==> config.mk <==
export PLATFORM = sky130hd
export DESIGN_NAME = pwm_duty_follower_fan_drive_unit
export DESIGN_NICKNAME = d
export VERILOG_FILES = /design/src/hw/rtl/pdffd_pkg.sv /design/src/hw/rtl/pdffd_ctrl.sv /design/src/hw/rtl/pdffd_dp.sv /design/src/hw/rtl/pwm_duty_follower_fan_drive_unit.sv
export SDC_FILE = /design/constraint.sdc
export NUM_CORES = 1
export LEC_CHECK = 0
export BUFFER_PORTS_ARGS = -buffer_cell sky130_fd_sc_hd__buf_2
export CORE_MARGIN = 10
export CORE_UTILIZATION = 65
export CTS_BUF_LIST = sky130_fd_sc_hd__clkbuf_4 sky130_fd_sc_hd__clkbuf_8 sky130_fd_sc_hd__clkbuf_16
export DETAILED_ROUTE_END_ITERATION = 7
export PLACE_DENSITY = 0.81
export RECOVER_POWER = 25
export SLEW_MARGIN = 20
export SYNTH_ARGS = -nofsm -noshare
export SYNTH_HDL_FRONTEND = slang
export SYNTH_SLANG_ARGS = --single-unit
==> constraint.sdc <==
create_clock -name clk -period 7.9 [get_ports clk]
set_input_delay 1.58 -clock clk [delete_from_list [all_inputs] [get_ports clk]]
set_output_delay 1.58 -clock clk [all_outputs]
set_load 0.03 [all_outputs]
==> src/hw/rtl/pdffd_pkg.sv <==
// shared types, constants and codes for the pwm duty follower fan drive
package pdffd_pkg;

	// measurement counter and register widths
	localparam int CNT_W      = 16;
	localparam int TMO_W      = 16;
	localparam int CMPX_W     = (CNT_W > TMO_W) ? CNT_W : TMO_W;
	localparam int PCT_W      = 7;
	localparam int CMP_W      = 8;
	localparam int SUM_W      = PCT_W + 1;

	// divider: quotient never exceeds 100, so seven quotient bits suffice
	localparam int DIV_STEPS  = PCT_W;
	localparam int DCNT_W     = 3;
	localparam int DEN_W      = CNT_W + 1;
	localparam int NUM_W      = DEN_W + DIV_STEPS - 1;

	// 255*f/100 as f*(255*5243) >> 19, exact for f up to 127
	localparam int SCALE_SH   = 19;
	localparam int SCALE_KW   = 21;
	localparam int PROD_W     = SCALE_KW + PCT_W;
	localparam logic [SCALE_KW-1:0] SCALE_K = 21'd1336965;

	// stream and configuration port widths
	localparam int IN_W       = 8;
	localparam int OUT_W      = 24;
	localparam int CFG_IDX_W  = 2;
	localparam int CFG_DATA_W = 16;

	// register indexes
	localparam logic [CFG_IDX_W-1:0] REG_DUTY_OFFSET   = 2'd0;
	localparam logic [CFG_IDX_W-1:0] REG_MIN_PERCENT   = 2'd1;
	localparam logic [CFG_IDX_W-1:0] REG_MAX_PERCENT   = 2'd2;
	localparam logic [CFG_IDX_W-1:0] REG_TIMEOUT_COUNT = 2'd3;

	// reset values
	localparam logic [PCT_W-1:0] RST_DUTY_OFFSET = 7'd20;
	localparam logic [PCT_W-1:0] RST_MIN_PERCENT = 7'd40;
	localparam logic [PCT_W-1:0] PCT_FULL        = 7'd100;
	localparam logic [PCT_W-1:0] PCT_ZERO        = 7'd0;
	localparam logic [TMO_W-1:0] RST_TIMEOUT     = 16'd32768;
	localparam logic [CMP_W-1:0] CMP_FULL        = 8'd255;

	// measurement sequencer phases
	typedef enum logic [1:0] {
		PH_HIGH_A = 2'd0,
		PH_LOW_A  = 2'd1,
		PH_HIGH_B = 2'd2,
		PH_LOW_B  = 2'd3
	} phase_t;

	// controller states
	typedef enum logic [2:0] {
		S_IDLE,
		S_MUL,
		S_DIV,
		S_CLAMP,
		S_SCALE,
		S_EMIT
	} state_t;

	// controller to datapath commands
	typedef struct packed {
		logic take;
		logic mul_ld;
		logic div_step;
		logic clamp_ld;
		logic scale_ld;
		logic emit;
	} cmd_t;

	// datapath to controller status
	typedef struct packed {
		logic fin;
		logic need_div;
		logic div_last;
	} sts_t;

endpackage

==> src/hw/rtl/pdffd_ctrl.sv <==
// controller state machine: handshakes and sequencing of the finish path
module pdffd_ctrl (
	input  logic          clk,
	input  logic          arst_n,
	input  logic          s_tvalid,
	output logic          s_tready,
	output logic          m_tvalid,
	input  logic          m_tready,
	input  pdffd_pkg::sts_t sts,
	output pdffd_pkg::cmd_t cmd
);
	import pdffd_pkg::*;

	state_t state_q, state_d;
	logic   ov_q;
	logic   take;

	// input is taken only when idle and the output slot frees up
	assign s_tready = (state_q == S_IDLE) && (!ov_q || m_tready);
	assign take     = s_tvalid && s_tready;
	assign m_tvalid = ov_q;

	// next state
	always_comb begin
		state_d = state_q;
		unique case (state_q)
			S_IDLE: begin
				if (take && sts.fin) begin
					state_d = sts.need_div ? S_MUL : S_CLAMP;
				end
			end
			S_MUL:   state_d = S_DIV;
			S_DIV: begin
				if (sts.div_last) begin
					state_d = S_CLAMP;
				end
			end
			S_CLAMP: state_d = S_SCALE;
			S_SCALE: state_d = S_EMIT;
			S_EMIT:  state_d = S_IDLE;
			default: state_d = S_IDLE;
		endcase
	end

	// command outputs
	always_comb begin
		cmd          = '0;
		cmd.take     = take;
		unique case (state_q)
			S_MUL:   cmd.mul_ld   = 1'b1;
			S_DIV:   cmd.div_step = 1'b1;
			S_CLAMP: cmd.clamp_ld = 1'b1;
			S_SCALE: cmd.scale_ld = 1'b1;
			S_EMIT:  cmd.emit     = 1'b1;
			default: cmd.take     = take;
		endcase
	end

	// state and output word valid
	always_ff @(posedge clk or negedge arst_n) begin
		if (!arst_n) begin
			state_q <= S_IDLE;
			ov_q    <= 1'b0;
		end else begin
			state_q <= state_d;
			if ((take && !sts.fin) || (state_q == S_EMIT)) begin
				ov_q <= 1'b1;
			end else if (m_tready) begin
				ov_q <= 1'b0;
			end
		end
	end

endmodule

==> src/hw/rtl/pdffd_dp.sv <==
// datapath: config registers, phase counters, divider, clamp, scale and pwm counter
module pdffd_dp (
	input  logic                             clk,
	input  logic                             arst_n,
	input  logic                             pin_level,
	input  logic                             cfg_we,
	input  logic [pdffd_pkg::CFG_IDX_W-1:0]  cfg_index,
	input  logic [pdffd_pkg::CFG_DATA_W-1:0] cfg_wdata,
	input  pdffd_pkg::cmd_t                  cmd,
	output pdffd_pkg::sts_t                  sts,
	output logic [pdffd_pkg::OUT_W-1:0]      out_word
);
	import pdffd_pkg::*;

	localparam logic [CNT_W-1:0] CNT_MAX = '1;

	// configuration
	logic [PCT_W-1:0] off_q, min_q, max_q;
	logic [TMO_W-1:0] tmo_q;

	// measurement state
	phase_t           phase_q;
	logic [CNT_W-1:0] hc_q, lc_q;
	logic [PCT_W-1:0] last_q, fan_q;
	logic [CMP_W-1:0] compare_q, pwm_cnt_q;

	// finish path
	logic              pwm_hold_q;
	logic [CNT_W-1:0]  num_q;
	logic [DEN_W-1:0]  den_q;
	logic [NUM_W-1:0]  rem_q, dsr_q;
	logic [PCT_W-1:0]  pct_q;
	logic [DCNT_W-1:0] dcnt_q;
	logic [PROD_W-1:0] prod_q;
	logic [OUT_W-1:0]  out_q;

	// combinational
	logic [CNT_W-1:0]          hb, lb;
	logic                      hto, lto, fix_high;
	logic                      pwm_now;
	logic [SUM_W-1:0]          sum;
	logic [PCT_W-1:0]          fan_new;
	logic [PROD_W-SCALE_SH-1:0] cmp_wide;
	logic [CMP_W-1:0]          cmp_new;

	// config writes
	always_ff @(posedge clk or negedge arst_n) begin
		if (!arst_n) begin
			off_q <= RST_DUTY_OFFSET;
			min_q <= RST_MIN_PERCENT;
			max_q <= PCT_FULL;
			tmo_q <= RST_TIMEOUT;
		end else if (cfg_we) begin
			unique case (cfg_index)
				REG_DUTY_OFFSET:   off_q <= cfg_wdata[PCT_W-1:0];
				REG_MIN_PERCENT:   min_q <= cfg_wdata[PCT_W-1:0];
				REG_MAX_PERCENT:   max_q <= cfg_wdata[PCT_W-1:0];
				REG_TIMEOUT_COUNT: tmo_q <= cfg_wdata[TMO_W-1:0];
				default:           tmo_q <= tmo_q;
			endcase
		end
	end

	// saturating count bump and timeout test
	always_comb begin
		hb  = (hc_q == CNT_MAX) ? hc_q : hc_q + 1'b1;
		lb  = (lc_q == CNT_MAX) ? lc_q : lc_q + 1'b1;
		hto = (CMPX_W'(hb) >= CMPX_W'(tmo_q)) || (hb == CNT_MAX);
		lto = (CMPX_W'(lb) >= CMPX_W'(tmo_q)) || (lb == CNT_MAX);
	end

	// finish decode for the current sample
	always_comb begin
		sts.fin      = 1'b0;
		sts.need_div = 1'b0;
		fix_high     = 1'b0;
		case (phase_q)
			PH_HIGH_A, PH_HIGH_B: begin
				sts.fin  = hto;
				fix_high = 1'b1;
			end
			PH_LOW_A: sts.fin = lto;
			default: begin
				sts.fin      = lto || pin_level;
				sts.need_div = !lto && pin_level;
			end
		endcase
		sts.div_last = (dcnt_q == DCNT_W'(DIV_STEPS - 1));
	end

	assign pwm_now = (pwm_cnt_q <= compare_q);

	// phase sequencer and counters
	always_ff @(posedge clk or negedge arst_n) begin
		if (!arst_n) begin
			phase_q   <= PH_HIGH_A;
			hc_q      <= '0;
			lc_q      <= '0;
			pwm_cnt_q <= '0;
		end else if (cmd.take) begin
			pwm_cnt_q <= pwm_cnt_q + 1'b1;
			if (sts.fin) begin
				phase_q <= PH_HIGH_A;
				hc_q    <= '0;
				lc_q    <= '0;
			end else begin
				case (phase_q)
					PH_HIGH_A, PH_HIGH_B: begin
						hc_q <= hb;
						if (!pin_level) begin
							phase_q <= phase_t'(phase_q + 2'd1);
						end
					end
					PH_LOW_A: begin
						if (pin_level) begin
							phase_q <= PH_HIGH_B;
							hc_q    <= '0;
							lc_q    <= '0;
						end else begin
							lc_q <= lb;
						end
					end
					default: lc_q <= lb;
				endcase
			end
		end
	end

	// clamp of measured plus offset, minimum tested first
	always_comb begin
		sum = SUM_W'(pct_q) + SUM_W'(off_q);
		if (sum < SUM_W'(min_q)) begin
			fan_new = min_q;
		end else if (sum > SUM_W'(max_q)) begin
			fan_new = max_q;
		end else begin
			fan_new = sum[PCT_W-1:0];
		end
	end

	// compare value with saturation at full scale
	always_comb begin
		cmp_wide = prod_q[PROD_W-1:SCALE_SH];
		cmp_new  = (cmp_wide > (PROD_W-SCALE_SH)'(CMP_FULL)) ? CMP_FULL
			: cmp_wide[CMP_W-1:0];
	end

	// divider operands, shift-subtract quotient and scale product
	always_ff @(posedge clk) begin
		if (cmd.take && sts.fin) begin
			pwm_hold_q <= pwm_now;
			num_q      <= hc_q;
			den_q      <= DEN_W'(hc_q) + DEN_W'(lb);
			pct_q      <= fix_high ? PCT_FULL : PCT_ZERO;
		end
		if (cmd.mul_ld) begin
			rem_q  <= NUM_W'(num_q) * NUM_W'(PCT_FULL);
			dsr_q  <= {den_q, {(DIV_STEPS-1){1'b0}}};
			pct_q  <= '0;
			dcnt_q <= '0;
		end
		if (cmd.div_step) begin
			if (rem_q >= dsr_q) begin
				rem_q <= rem_q - dsr_q;
				pct_q <= {pct_q[PCT_W-2:0], 1'b1};
			end else begin
				pct_q <= {pct_q[PCT_W-2:0], 1'b0};
			end
			dsr_q  <= dsr_q >> 1;
			dcnt_q <= dcnt_q + 1'b1;
		end
		if (cmd.scale_ld) begin
			prod_q <= PROD_W'(fan_q) * PROD_W'(SCALE_K);
		end
	end

	// measurement results
	always_ff @(posedge clk or negedge arst_n) begin
		if (!arst_n) begin
			last_q    <= PCT_FULL;
			fan_q     <= PCT_FULL;
			compare_q <= CMP_FULL;
		end else begin
			if (cmd.clamp_ld) begin
				last_q <= pct_q;
				fan_q  <= fan_new;
			end
			if (cmd.emit) begin
				compare_q <= cmp_new;
			end
		end
	end

	// output word register
	always_ff @(posedge clk) begin
		if (cmd.take && !sts.fin) begin
			out_q <= {compare_q, fan_q, last_q, 1'b0, pwm_now};
		end else if (cmd.emit) begin
			out_q <= {cmp_new, fan_q, last_q, 1'b1, pwm_hold_q};
		end
	end

	assign out_word = out_q;

endmodule

==> src/hw/rtl/pwm_duty_follower_fan_drive_unit.sv <==
// top level of the pwm duty follower fan drive
// Each input word is one sample tick of a pwm input level; each produces
// exactly one output word with the regenerated pwm level, a done flag and the
// measured percent, fan percent and compare value after that tick.
// A four-phase sequencer measures the input duty; on a finished measurement
// the fan percent is measured plus offset, clamped to min and max, and the
// compare value is 255*fan/100.
// A tick that finishes nothing yields its word in the cycle after it is
// accepted, one word per cycle while the receiver takes them. A timeout
// tick passes through clamp, scale and emit; a tick that completes a
// measurement passes through the multiply, the seven-step shift-subtract
// divider, clamp, scale and emit. s_tready stays low while that work runs.
// The output word sits in a register; when the receiver stalls, the held word
// stays and one further input word may not be taken until it leaves.
// Config writes take effect on the next edge; the block does not gate them,
// so make them while idle. Reset: config to defaults (offset 20, min 40, max
// 100, timeout 32768); measured and fan 100 percent, compare 255 (full duty).
module pwm_duty_follower_fan_drive_unit (
	input  logic                             clk,
	input  logic                             arst_n,
	input  logic                             s_tvalid,
	output logic                             s_tready,
	input  logic [pdffd_pkg::IN_W-1:0]       s_tdata,   // [0] pin_level, rest zero
	output logic                             m_tvalid,
	input  logic                             m_tready,
	// [0] pwm_out, [1] measure_done, [8:2] measured_percent,
	// [15:9] fan_percent, [23:16] compare_value
	output logic [pdffd_pkg::OUT_W-1:0]      m_tdata,
	input  logic                             cfg_we,
	input  logic [pdffd_pkg::CFG_IDX_W-1:0]  cfg_index,
	input  logic [pdffd_pkg::CFG_DATA_W-1:0] cfg_wdata
);
	import pdffd_pkg::*;

	cmd_t cmd;
	sts_t sts;

	// sequencing and handshakes
	pdffd_ctrl u_ctrl (
		.clk      (clk),
		.arst_n   (arst_n),
		.s_tvalid (s_tvalid),
		.s_tready (s_tready),
		.m_tvalid (m_tvalid),
		.m_tready (m_tready),
		.sts      (sts),
		.cmd      (cmd)
	);

	// measurement and arithmetic
	pdffd_dp u_dp (
		.clk       (clk),
		.arst_n    (arst_n),
		.pin_level (s_tdata[0]),
		.cfg_we    (cfg_we),
		.cfg_index (cfg_index),
		.cfg_wdata (cfg_wdata),
		.cmd       (cmd),
		.sts       (sts),
		.out_word  (m_tdata)
	);

endmodule
==> metrics, run 1 <==
Reg2Reg Setup Slack roughly 1.9 ns; DPL Wire Length 27.4 mm; endpoints failing hold 0; DRC 0; layout cells sized above 1 0.122; main flop type after synthesis sky130_fd_sc_hd__edfxtp_1; Post-Synthesis Net Count ~2000; total detailed-routing wirelength ~37 mm; leakage component of the power approximately 8.4 nW; via-per-instance ratio 6.08; post-route clock skew 0.0102 ns; sequential cell area 6100 um2; Critical R2R Capture u_dp.out_word[4]$_DFFE_PP_; highest net fanout along the worst path 35; standard-cell rows just under 60; H-Tree Depth 1; hold path start u_dp.dsr_q[22]$_SDFFE_PP0P_; Cells after Synth between 1500 and 2000; placed cell areas roughly 17000 um2; width of the die about 180 um; final critical-path share of the clock period 0.765; synthesis-stage register bit count roughly 230; effective utilization at floorplan 0.658; violations in the final reports max-capacitance violations, max-slew violations; setup fix buffers added after clock tree synthesis 0; sum of overflow across all layers after global routing 0; remaining antenna violation count after routing 0; post-route cell area 18000 um2; Final setup viols 0; type of destination of the critical path flip-flop; hold path depth 2; Clock transition at path regs roughly 0.060 ns; number of clock buffers inserted by TritonCTS 26; startpoint type of the worst setup path flip-flop; final RePlAce weighted congestion between 0.9 and 1; antenna diode count 0; first-pass detailed-route iteration total 5; highest ir drop seen on vdd about 0.37 mV; mean instance size in the synthesized netlist 9.90 um2; most frequent cells in the layout 220 x sky130_fd_sc_hd__ha_1, 189 x sky130_fd_sc_hd__inv_1, 110 x sky130_fd_sc_hd__nand2_1, 98 x sky130_fd_sc_hd__edfxtp_1, 93 x sky130_fd_sc_hd__o21ai_0; Period minus WS final 6.04 ns; boundary pin count 57; number of synthesized flops with an enable pin between 90 and 100; data required time of the worst path between 8 and 9 ns; reg2reg path depth 17; global-route usage over all layers 0.221; launching point of the worst reg2reg path u_dp.lc_q[0]$_DFFE_PN0P_; total negative setup slack 0 ns; Max-cap violations 3; final-layout fill cell count roughly 1800; clock latency at the later pin of the worst-skew pair 0.54 ns; CTS Buffer Depth 3; arrival time at the worst endpoint roughly 6.2 ns; routed wire length per instance 18.0 um; Final nets ~2000; Worst Max-Slew Pin Slew 2.68 ns; run status finished with violations; number of buffers inserted by port buffering between 40 and 50; Placeable Area about 25000 um2; final count of pins violating max slew 120; CTS sink cnt between 200 and 250; first-iteration detailed-routing DRC count about 880; peak clock frequency supported by timing 165 MHz; category of the critical setup timing path flip-flop to flip-flop; die outline area 32200 um2; most common library cell in the layout ignoring fill and taps sky130_fd_sc_hd__ha_1; share of flip-flops with an asynchronous set or reset 0.461; number of distinct standard cells referenced by the synthesized netlist 77; worst relative slew slack -0.784; antenna violations before repair 0; area growth from synthesis to final layout 8.65%; post-synthesis instance area ~17000 um2; power per cell area about 430 nW/um2; Worst Hold End u_dp.dsr_q[22]$_SDFFE_PP0P_; CTS tree yes; count of hold-fix buffers inserted at cts 0; area occupied by multi-input gates 9480 um2; overall via count from detail_route 12500; vias in the first global route about 12000; quantity of gates resized following cts 0; first-pass GRT wire length between 60 and 70 mm; setup repair after global routing missed its margin no; post-layout total power about 7.7 mW; number of synthesis warnings 0; class of the worst hold path flip-flop to flip-flop; largest net degree at the start of global routing 58; portion of the post-synthesis area used by sequential elements 0.369; CTS Root Buffer Type sky130_fd_sc_hd__clkbuf_16; Vert. Die Dim about 180 um
==> through the flow <==
step	worst slack, ns	util	hold WS (ns)	cells
2_1_floorplan	2.82	-	0.436	1669
3_3_place_gp	1.78	0.678	0.445	2006
3_5_place_dp	1.61	0.678	0.448	2006
4_1_cts	1.55	0.716	0.456	2054
5_1_grt	1.44	0.715	0.495	2054
6_report	1.86	0.715	0.457	2054
==> flip-flops by register name (all words and copies together) (netlist names), 2 cells and up <==
signal          count
u_dp.dsr_q         23
u_dp.hc_q          16
u_dp.phase_q        2
u_dp.max_q          7
u_dp.tmo_q         16
u_dp.compare_q      8
u_dp.pwm_cnt_q      8
u_dp.off_q          7
u_dp.prod_q         9
u_dp.num_q         16
u_dp.dcnt_q         3
u_dp.last_q         7
u_dp.den_q         17
u_dp.fan_q          7
u_dp.min_q          7
u_dp.lc_q          16
u_ctrl.state_q      3
u_dp.out_word      24
u_dp.rem_q         23
u_dp.pct_q          7
==> cells in the mapped netlist (29+ instances only) <==
| cell | number | share of area |
|---|---|---|
| sky130_fd_sc_hd__ha_1 | 220 | 0.17 |
| sky130_fd_sc_hd__dfrtp_1 | 83 | 0.13 |
| sky130_fd_sc_hd__xor2_1 | 29 | 0.015 |
| sky130_fd_sc_hd__nand2_1 | 111 | 0.025 |
| sky130_fd_sc_hd__nand3_1 | 52 | 0.016 |
| sky130_fd_sc_hd__mux2i_1 | 42 | 0.025 |
| sky130_fd_sc_hd__nor3_1 | 35 | 0.011 |
| sky130_fd_sc_hd__mux2_2 | 58 | 0.040 |
| sky130_fd_sc_hd__o21ai_0 | 93 | 0.028 |
| sky130_fd_sc_hd__a21oi_1 | 81 | 0.025 |
| sky130_fd_sc_hd__nor2_1 | 84 | 0.019 |
| sky130_fd_sc_hd__a21o_1 | 42 | 0.019 |
| sky130_fd_sc_hd__xnor2_1 | 54 | 0.029 |
| sky130_fd_sc_hd__inv_1 | 189 | 0.043 |
| sky130_fd_sc_hd__edfxtp_1 | 98 | 0.18 |
==> metal layers <==
layer	wire length (um)	up-vias	track usage
met4	810	0	0.0605
met2	18500	291	0.390
li1	-	6029	-
met5	0	-	0
met1	16000	6097	0.279
met3	1640	72	0.0283
==> area by class of cell <==
cell class,count,area share
clock buffer,33,0.0395
timing repair buffer,58,0.0167
sequential,228,0.340
clock inverter,15,0.0133
inverter,189,0.0395
multi-input combinational,1201,0.528
tap,330,0.0230
==> power by group <==
part           switching [mW]  total (mW)  internal (mW)
clock network           0.495        1.33          0.832
registers               0.301        2.07           1.77
logic                    2.52        4.29           1.77
==> worst max-delay path, stage by stage, from the launching register on <==
cell                        delay (ns)
sky130_fd_sc_hd__dfrtp_1          0.54
sky130_fd_sc_hd__ha_1             0.39
sky130_fd_sc_hd__nand3_2          0.26
sky130_fd_sc_hd__nor3_1           0.42
sky130_fd_sc_hd__nand2_1          0.47
sky130_fd_sc_hd__xor2_1           0.47
sky130_fd_sc_hd__inv_1            0.10
sky130_fd_sc_hd__ha_1             0.29
sky130_fd_sc_hd__nand2b_1         0.14
sky130_fd_sc_hd__a21o_1           0.17
sky130_fd_sc_hd__a211oi_1         0.29
sky130_fd_sc_hd__o21ai_0          0.14
sky130_fd_sc_hd__a21oi_1          0.18
sky130_fd_sc_hd__or4bb_1          0.55
sky130_fd_sc_hd__or2_4            0.28
sky130_fd_sc_hd__a2bb2oi_2        0.13
sky130_fd_sc_hd__buf_4            0.26
sky130_fd_sc_hd__nand2_2          0.55
==> worst max path at each step <==
stage / from / endpoint / cells after the start
2_1_floorplan: u_dp.lc_q[1]$_DFFE_PN0P_ / u_dp.out_word[0]$_DFFE_PP_ / 19
3_3_place_gp: u_dp.lc_q[0]$_DFFE_PN0P_ / u_dp.out_word[13]$_DFFE_PP_ / 17
3_5_place_dp: u_dp.lc_q[0]$_DFFE_PN0P_ / u_dp.out_word[12]$_DFFE_PP_ / 17
4_1_cts: u_dp.lc_q[0]$_DFFE_PN0P_ / u_dp.out_word[3]$_DFFE_PP_ / 18
5_1_grt: u_dp.lc_q[0]$_DFFE_PN0P_ / u_dp.out_word[2]$_DFFE_PP_ / 18
6_report: u_dp.lc_q[0]$_DFFE_PN0P_ / u_dp.out_word[4]$_DFFE_PP_ / 17
==> kinds of logic (layout without fill, tap and decap cells) <==
kind of cell    count (synthesis)  count (layout)  share of synthesized area
flops                         228             228                      0.369
buf+inv                       240             295                     0.0579
fa+ha+maj                     247             247                      0.199
simple gates                  427             427                      0.130
mux                           101             101                     0.0657
compound gates                343             343                      0.134
xor+xnor                       83              83                     0.0440
(Power assumes the default switching activity.)
==> inputs of run 2 (changes only) <==
Settings changed: CORE_UTILIZATION 65 to 64, PLACE_DENSITY 0.81 to 0.8.
Clock period 7.9 ns to 6.3 ns, I/O delays scaled along.
==> run 2 against run 1 <==
  * The flow still finishes with violations (max-capacitance violations, max-slew violations)
  * Worst hold slack better by 0.00093 ns
  * Sequential power up 26%
  * Clock power up 18%
  * Largest cell class unchanged
==> metrics, run 2 (synthesis gave the netlist of run 1 again) <==
antenna diode count 0 (unchanged); quantity of gates resized following cts 0 (unchanged); run status finished with violations; final RePlAce weighted congestion 0.919 (+1.6%); final-layout fill cell count 1844 (+1.4%); global-route usage over all layers 0.219 (-0.00209); P_sw 4.15 mW (+25%); startpoint type of the worst setup path flip-flop; cell-by-cell listing of the critical path ha_1 > nand3_2 > nor3_1 > nand2_1 > buf_4 > mux2_2 > ha_1 > a21o_1 > a211oi_1 > o21ai_0 > a21oi_1 > or4bb_1 > or2_4 > a21oi_2 > nand2_1 > o2bb2ai_1; die outline area 32600 um2 (+1.4%); effective utilization at floorplan 0.652 (-0.00566); standard-cell rows 58 (unchanged); count of hold-fix buffers inserted at cts 0 (unchanged); total detailed-routing wirelength 36.4 mm (-1.6%); DPL Wire Length 27.3 mm (-0.54%); area growth from synthesis to final layout 8.49%; number of clock buffers inserted by TritonCTS 26 (unchanged); final critical-path share of the clock period 0.855 (+0.0897); DRC 0 (unchanged); part of the total power dissipated in combinational logic 0.563 (+0.005); flip-flop count of the largest register after layout 24 (unchanged); antenna violations before repair 0 (unchanged); class of the worst hold path flip-flop to flip-flop; internal power of the cells 5.40 mW (+23%); Final setup viols 0 (unchanged); type of destination of the critical path flip-flop; category of the critical setup timing path flip-flop to flip-flop; setup repair after global routing missed its margin no; first-pass GRT wire length 60.9 mm (about the same); first-pass detailed-route iteration total 6 (+1); post-route clock skew 0.0176 ns (+0.00743 ns); setup fix buffers added after clock tree synthesis 0 (unchanged); endpoints failing hold 0 (unchanged); sum of overflow across all layers after global routing 0 (unchanged); data required time of the worst path 6.75 ns (-1.32 ns); clock latency at the later pin of the worst-skew pair 0.54 ns (about the same); overall via count from detail_route 12400 (-0.50%); number of buffers inserted by port buffering 49 (unchanged); post-route cell area 17900 um2 (-0.15%); H-Tree Depth 1 (unchanged); most common library cell in the layout ignoring fill and taps sky130_fd_sc_hd__ha_1; leakage component of the power 8.42 nW (-0.13%); arrival time at the worst endpoint 5.84 ns (-0.37 ns); Clock transition at path regs 0.06 ns (about the same); most frequent cells in the layout 220 x sky130_fd_sc_hd__ha_1, 189 x sky130_fd_sc_hd__inv_1, 111 x sky130_fd_sc_hd__nand2_1, 98 x sky130_fd_sc_hd__edfxtp_1, 93 x sky130_fd_sc_hd__o21ai_0; CTS Buffer Depth 3 (unchanged); Vert. Die Dim 181 um (+0.69%); post-layout total power 9.54 mW (+24%); cell with the biggest individual delay on the critical path sky130_fd_sc_hd__a21oi_2; via-per-instance ratio 6.04 (-0.65%); slowest cell delay on critical path 0.68 ns (+0.13 ns); Max-cap violations 3 (unchanged); final count of pins violating max slew 106 (-12%); violations in the final reports max-capacitance violations, max-slew violations; highest net fanout along the worst path 16 (-54%); layout cells sized above 1 0.124 (+0.00210); Reg2Reg Setup Slack 0.92 ns (-0.94 ns); CTS sink cnt 228 (unchanged); total negative setup slack 0 ns (unchanged); worst relative slew slack -0.641 (+0.143); Finished Core Util 0.708 (-0.00718); Placeable Area 25300 um2 (+0.87%); width of the die 181 um (+0.69%); power per cell area 532 nW/um2 (+24%); clock group share of total power 0.164 (-0.009); CTS Root Buffer Type sky130_fd_sc_hd__clkbuf_16; largest net degree at the start of global routing 72 (+24%); highest ir drop seen on vdd 0.387 mV (+4.7%); Worst Max-Slew Pin Slew 2.45 ns (-0.224 ns); Period minus WS final 5.38 ns (-0.659 ns); routed wire length per instance 17.7 um (-1.8%); remaining antenna violation count after routing 0 (unchanged); CTS tree yes; sw frac 0.434 (+0.00355); boundary pin count 57 (unchanged); first-iteration detailed-routing DRC count 804 (-8.2%); peak clock frequency supported by timing 186 MHz (+12%); placed cell areas 17000 um2 (+0.13%); Final nets 1985 (+0.15%); sequential share of power 0.272 (+0.002); vias in the first global route 12300 (-0.76%)
==> run 2: changes by cell type in the layout (fill, tap and decap cells not counted), moves of 3 or more <==
| cell | before | now |
|---|---|---|
| sky130_fd_sc_hd__buf_4 | 6 | 10 |
| sky130_fd_sc_hd__bufinv_16 | 6 | 3 |
| sky130_fd_sc_hd__clkbuf_4 | 6 | 2 |
| sky130_fd_sc_hd__clkbuf_8 | 1 | 4 |
==> run 2: routing by layer <==
metal	up-vias	wire, um	GRT usage
met5	-	0	0
met4	0	892	0.0633
met3	60	1510	0.0235
met2	306	17800	0.373
met1	6010	16200	0.288
li1	6050	-	-
==> run 2: power by group through the flow <==
stage	combinational (mW)	sequential, mW	clock [mW]
after floorplan	4.04	2.56	0
after global placement	5.06	2.59	0
after detailed placement	5.27	2.62	0
after CTS	5.36	2.59	1.58
after global routing	6.09	2.66	1.64
final	5.37	2.60	1.57
==> run 2: through the flow <==
step | hold slack [ns] | worst slack, ns | instances
detailed placement | 0.455 | 1.02 | 2009
CTS | 0.464 | 0.975 | 2057
global placement | 0.445 | 1.09 | 2009
global route | 0.484 | 0.453 | 2057
finish | 0.458 | 0.916 | 2057
floorplan | 0.436 | 1.22 | 1669
==> run 2: layout make-up <==
class,instances,area [um2],share of cell area
Clock buffer,32,721,0.0402
Clock inverter,16,179,0.00998
Inverter,189,709,0.0396
Multi-Input combinational cell,1201,9480,0.529
Sequential cell,228,6100,0.340
Tap cell,330,413,0.0230
Timing Repair Buffer,61,325,0.0181
==> run 2: path summary, 6_finish.rpt <==
path / from / end / cells past startpoint
worst max register to register: u_dp.lc_q[0]$_DFFE_PN0P_ / u_dp.hc_q[0]$_DFFE_PN0P_ / 16
min in group asynchronous: arst_n / u_dp.fan_q[4]$_DFFE_PN0N_ / 1
worst min register to register: u_dp.dsr_q[22]$_SDFFE_PP0P_ / u_dp.dsr_q[22]$_SDFFE_PP0P_ / 2
worst min-delay path: u_dp.dsr_q[22]$_SDFFE_PP0P_ / u_dp.dsr_q[22]$_SDFFE_PP0P_ / 2
worst max-delay path: u_dp.lc_q[0]$_DFFE_PN0P_ / u_dp.hc_q[0]$_DFFE_PN0P_ / 16
max in group asynchronous: arst_n / u_dp.hc_q[10]$_DFFE_PN0P_ / 2
==> run 2: worst max-delay path: cells and delay by family (launching register included) <==
kind | cells | cell delay (ns)
multiplexers | 1 | 0.36
adder cells (fa/ha/maj) | 2 | 0.70
buffers and inverters | 1 | 0.25
flip-flops | 1 | 0.53
AND/OR/NAND/NOR | 6 | 1.94
AO/OA/AOI/OAI | 6 | 1.51
==> inputs of run 3 (changes only) <==
Settings changed: CTS_BUF_LIST sky130_fd_sc_hd__clkbuf_4 sky130_fd_sc_hd__clkbuf_8 sky130_fd_sc_hd__clkbuf_16 to unset.
==> run 3 against run 2 <==
  * The run still ends with max-capacitance violations, max-slew violations left
  * Die area did not move
  * Utilization about the same
  * Power is 0.12% lower
  * Largest cell class unchanged
==> metrics, run 3 (synthesis gave the netlist of run 1 again) <==
first-pass GRT wire length 60.9 mm (unchanged); violations in the final reports max-capacitance violations, max-slew violations; Worst Hold End u_dp.dsr_q[22]$_SDFFE_PP0P_; met2 layer usage reported by global route 0.373 (about the same); met1 Track Usage GR 0.289 (about the same); Clock transition at path regs 0.06 ns (about the same); arrival time at the worst endpoint 5.85 ns (about the same); Placeable Area 25300 um2 (unchanged); launching point of the worst reg2reg path u_dp.lc_q[0]$_DFFE_PN0P_; DP Worst Slack 1.02 ns (unchanged); final RePlAce weighted congestion 0.919 (unchanged); flip-flop count of the largest register after layout 24 (unchanged); clock latency at the later pin of the worst-skew pair 0.54 ns (about the same); overall via count from detail_route 12400 (+0.064%); total detailed-routing wirelength 36.4 mm (about the same); power per cell area 532 nW/um2 (about the same); Vert. Die Dim 181 um (unchanged); met3 Use GR 0.0233 (-0.000201); sequential share of power 0.273 (about the same); P_sw 4.14 mW (about the same); DRC 0 (unchanged); cell with the biggest individual delay on the critical path sky130_fd_sc_hd__or4bb_1; via-per-instance ratio 6.04 (about the same); setup ws final 0.930 ns (+0.0135 ns); count of hold-fix buffers inserted at cts 0 (unchanged); global-route usage over all layers 0.219 (unchanged); die outline area 32600 um2 (unchanged); DPL Wire Length 27.3 mm (unchanged); most common library cell in the layout ignoring fill and taps sky130_fd_sc_hd__ha_1; busiest metal layer after global routing met2; Max-cap violations 3 (unchanged); cell-by-cell listing of the critical path ha_1 > nand3_2 > nor3_1 > nand2_1 > buf_4 > mux2_2 > ha_1 > a21o_1 > a211oi_1 > o21ai_0 > a21oi_1 > or4bb_1 > or2_4 > a2bb2oi_2 > buf_4 > nor2_1 > a22o_1; peak clock frequency supported by timing 186 MHz (+0.25%); final critical-path share of the clock period 0.852 (-0.00214); Final setup viols 0 (unchanged); largest net degree at the start of global routing 72 (unchanged); Critical path buffers and inverters 2 (+1); data required time of the worst path 6.78 ns (+0.03 ns); slowest cell delay on critical path 0.55 ns (-0.13 ns); Period minus WS final 5.37 ns (-0.0135 ns); Critical R2R Capture u_dp.lc_q[15]$_DFFE_PN0P_; CTS tree yes; boundary pin count 57 (unchanged); endpoints failing hold 0 (unchanged); hold path depth 2 (unchanged); part of the total power dissipated in combinational logic 0.563 (about the same); top cell family by delay on the critical path simple AND/OR/NAND/NOR gates; CTS sink cnt 228 (unchanged); run status finished with violations; effective utilization at floorplan 0.652 (unchanged); H-Tree Depth 1 (unchanged); sw frac 0.435 (about the same); standard-cell rows 58 (unchanged); reg2reg path depth 17 (+1); total negative setup slack 0 ns (unchanged); final hold slack 0.457 ns (-0.00171 ns); CTS Buffer Depth 3 (unchanged); post-layout total power 9.53 mW (-0.12%); internal power of the cells 5.39 mW (-0.15%); worst relative slew slack -0.627 (+0.0137); quantity of gates resized following cts 0 (unchanged); area growth from synthesis to final layout 8.44% (about the same); Reg2Reg Setup Slack 0.93 ns (about the same); vias in the first global route 12300 (-0.049%); first-iteration detailed-routing DRC count 814 (+1.2%); post-route clock skew 0.0173 ns (-0.000329 ns); setup fix buffers added after clock tree synthesis 0 (unchanged); category of the critical setup timing path flip-flop to flip-flop; antenna violations before repair 0 (unchanged); remaining antenna violation count after routing 0 (unchanged); class of the worst hold path flip-flop to flip-flop; first-pass detailed-route iteration total 5 (-1); setup repair after global routing missed its margin no; number of clock buffers inserted by TritonCTS 26 (unchanged); Final nets 1985 (unchanged); most frequent cells in the layout 220 x sky130_fd_sc_hd__ha_1, 189 x sky130_fd_sc_hd__inv_1, 111 x sky130_fd_sc_hd__nand2_1, 98 x sky130_fd_sc_hd__edfxtp_1, 93 x sky130_fd_sc_hd__o21ai_0; final count of pins violating max slew 106 (unchanged); critical path startpoint u_dp.lc_q[0]$_DFFE_PN0P_; sum of overflow across all layers after global routing 0 (unchanged); startpoint type of the worst setup path flip-flop; width of the die 181 um (unchanged); type of destination of the critical path flip-flop; leakage component of the power 8.42 nW (about the same); number of buffers inserted by port buffering 49 (unchanged); antenna diode count 0 (unchanged); clock group share of total power 0.164 (about the same); Crit path depth 17 (+1); CTS Root Buffer Type sky130_fd_sc_hd__clkbuf_16; layout cells sized above 1 0.123 (-0.00116); highest ir drop seen on vdd 0.387 mV (about the same); routed wire length per instance 17.7 um (about the same); highest net fanout along the worst path 18 (+2); Finished Core Util 0.707 (about the same); hold path start u_dp.dsr_q[22]$_SDFFE_PP0P_; Worst Max-Slew Pin Slew 2.43 ns (-0.0205 ns)
==> run 3: cell types whose count changed in the layout (fill, tap and decap cells not counted) <==
cell / before / now
sky130_fd_sc_hd__clkbuf_1: 4 / 6
sky130_fd_sc_hd__clkbuf_4: 2 / 0
==> run 3: final cells by class <==
class	instances	area [um2]
Clock buffer	32	713
Timing Repair Buffer	61	325
Multi-Input combinational cell	1201	9480
Sequential cell	228	6100
Tap cell	330	413
Inverter	189	709
Fill cell	1844	7410
Clock inverter	16	179
==> run 3: worst max-delay path by stage <==
| stage | endpoint | slack, ns |
|---|---|---|
| 2_1_floorplan | u_dp.out_word[0]$_DFFE_PP_ | 1.22 |
| 3_3_place_gp | u_dp.lc_q[6]$_DFFE_PN0P_ | 1.09 |
| 3_5_place_dp | u_dp.lc_q[15]$_DFFE_PN0P_ | 1.02 |
| 4_1_cts | u_dp.lc_q[15]$_DFFE_PN0P_ | 0.98 |
| 5_1_grt | u_dp.lc_q[6]$_DFFE_PN0P_ | 0.45 |
| 6_report | u_dp.lc_q[15]$_DFFE_PN0P_ | 0.93 |
==> run 3: metal layers <==
metal	wire length, um	up-vias
met5	0	-
met4	890	0
met3	1500	57
met2	17800	317
met1	16100	6022
li1	-	6038
==> run 3: through the flow <==
stage | std cells | cell area (um2)
2_1_floorplan | 1669 | 16500
3_3_place_gp | 2009 | 17000
3_5_place_dp | 2009 | 17000
4_1_cts | 2057 | 17900
5_1_grt | 2057 | 17900
6_report | 2057 | 17900
==> run 3: power by group through the flow <==
stage	clock, mW	sequential [mW]	combinational, mW
floorplan	0	2.56	4.04
global placement	0	2.59	5.06
detailed placement	0	2.62	5.27
CTS	1.57	2.59	5.36
global route	1.64	2.66	6.09
finish	1.56	2.60	5.37
==> run 3: worst register-to-register path: cells and delay by family (launching register included) <==
kind | cells | cell delay [ns]
fa+ha+maj | 2 | 0.70
simple gates | 6 | 2.09
compound gates | 6 | 1.09
buf+inv | 2 | 0.53
mux | 1 | 0.36
flops | 1 | 0.53
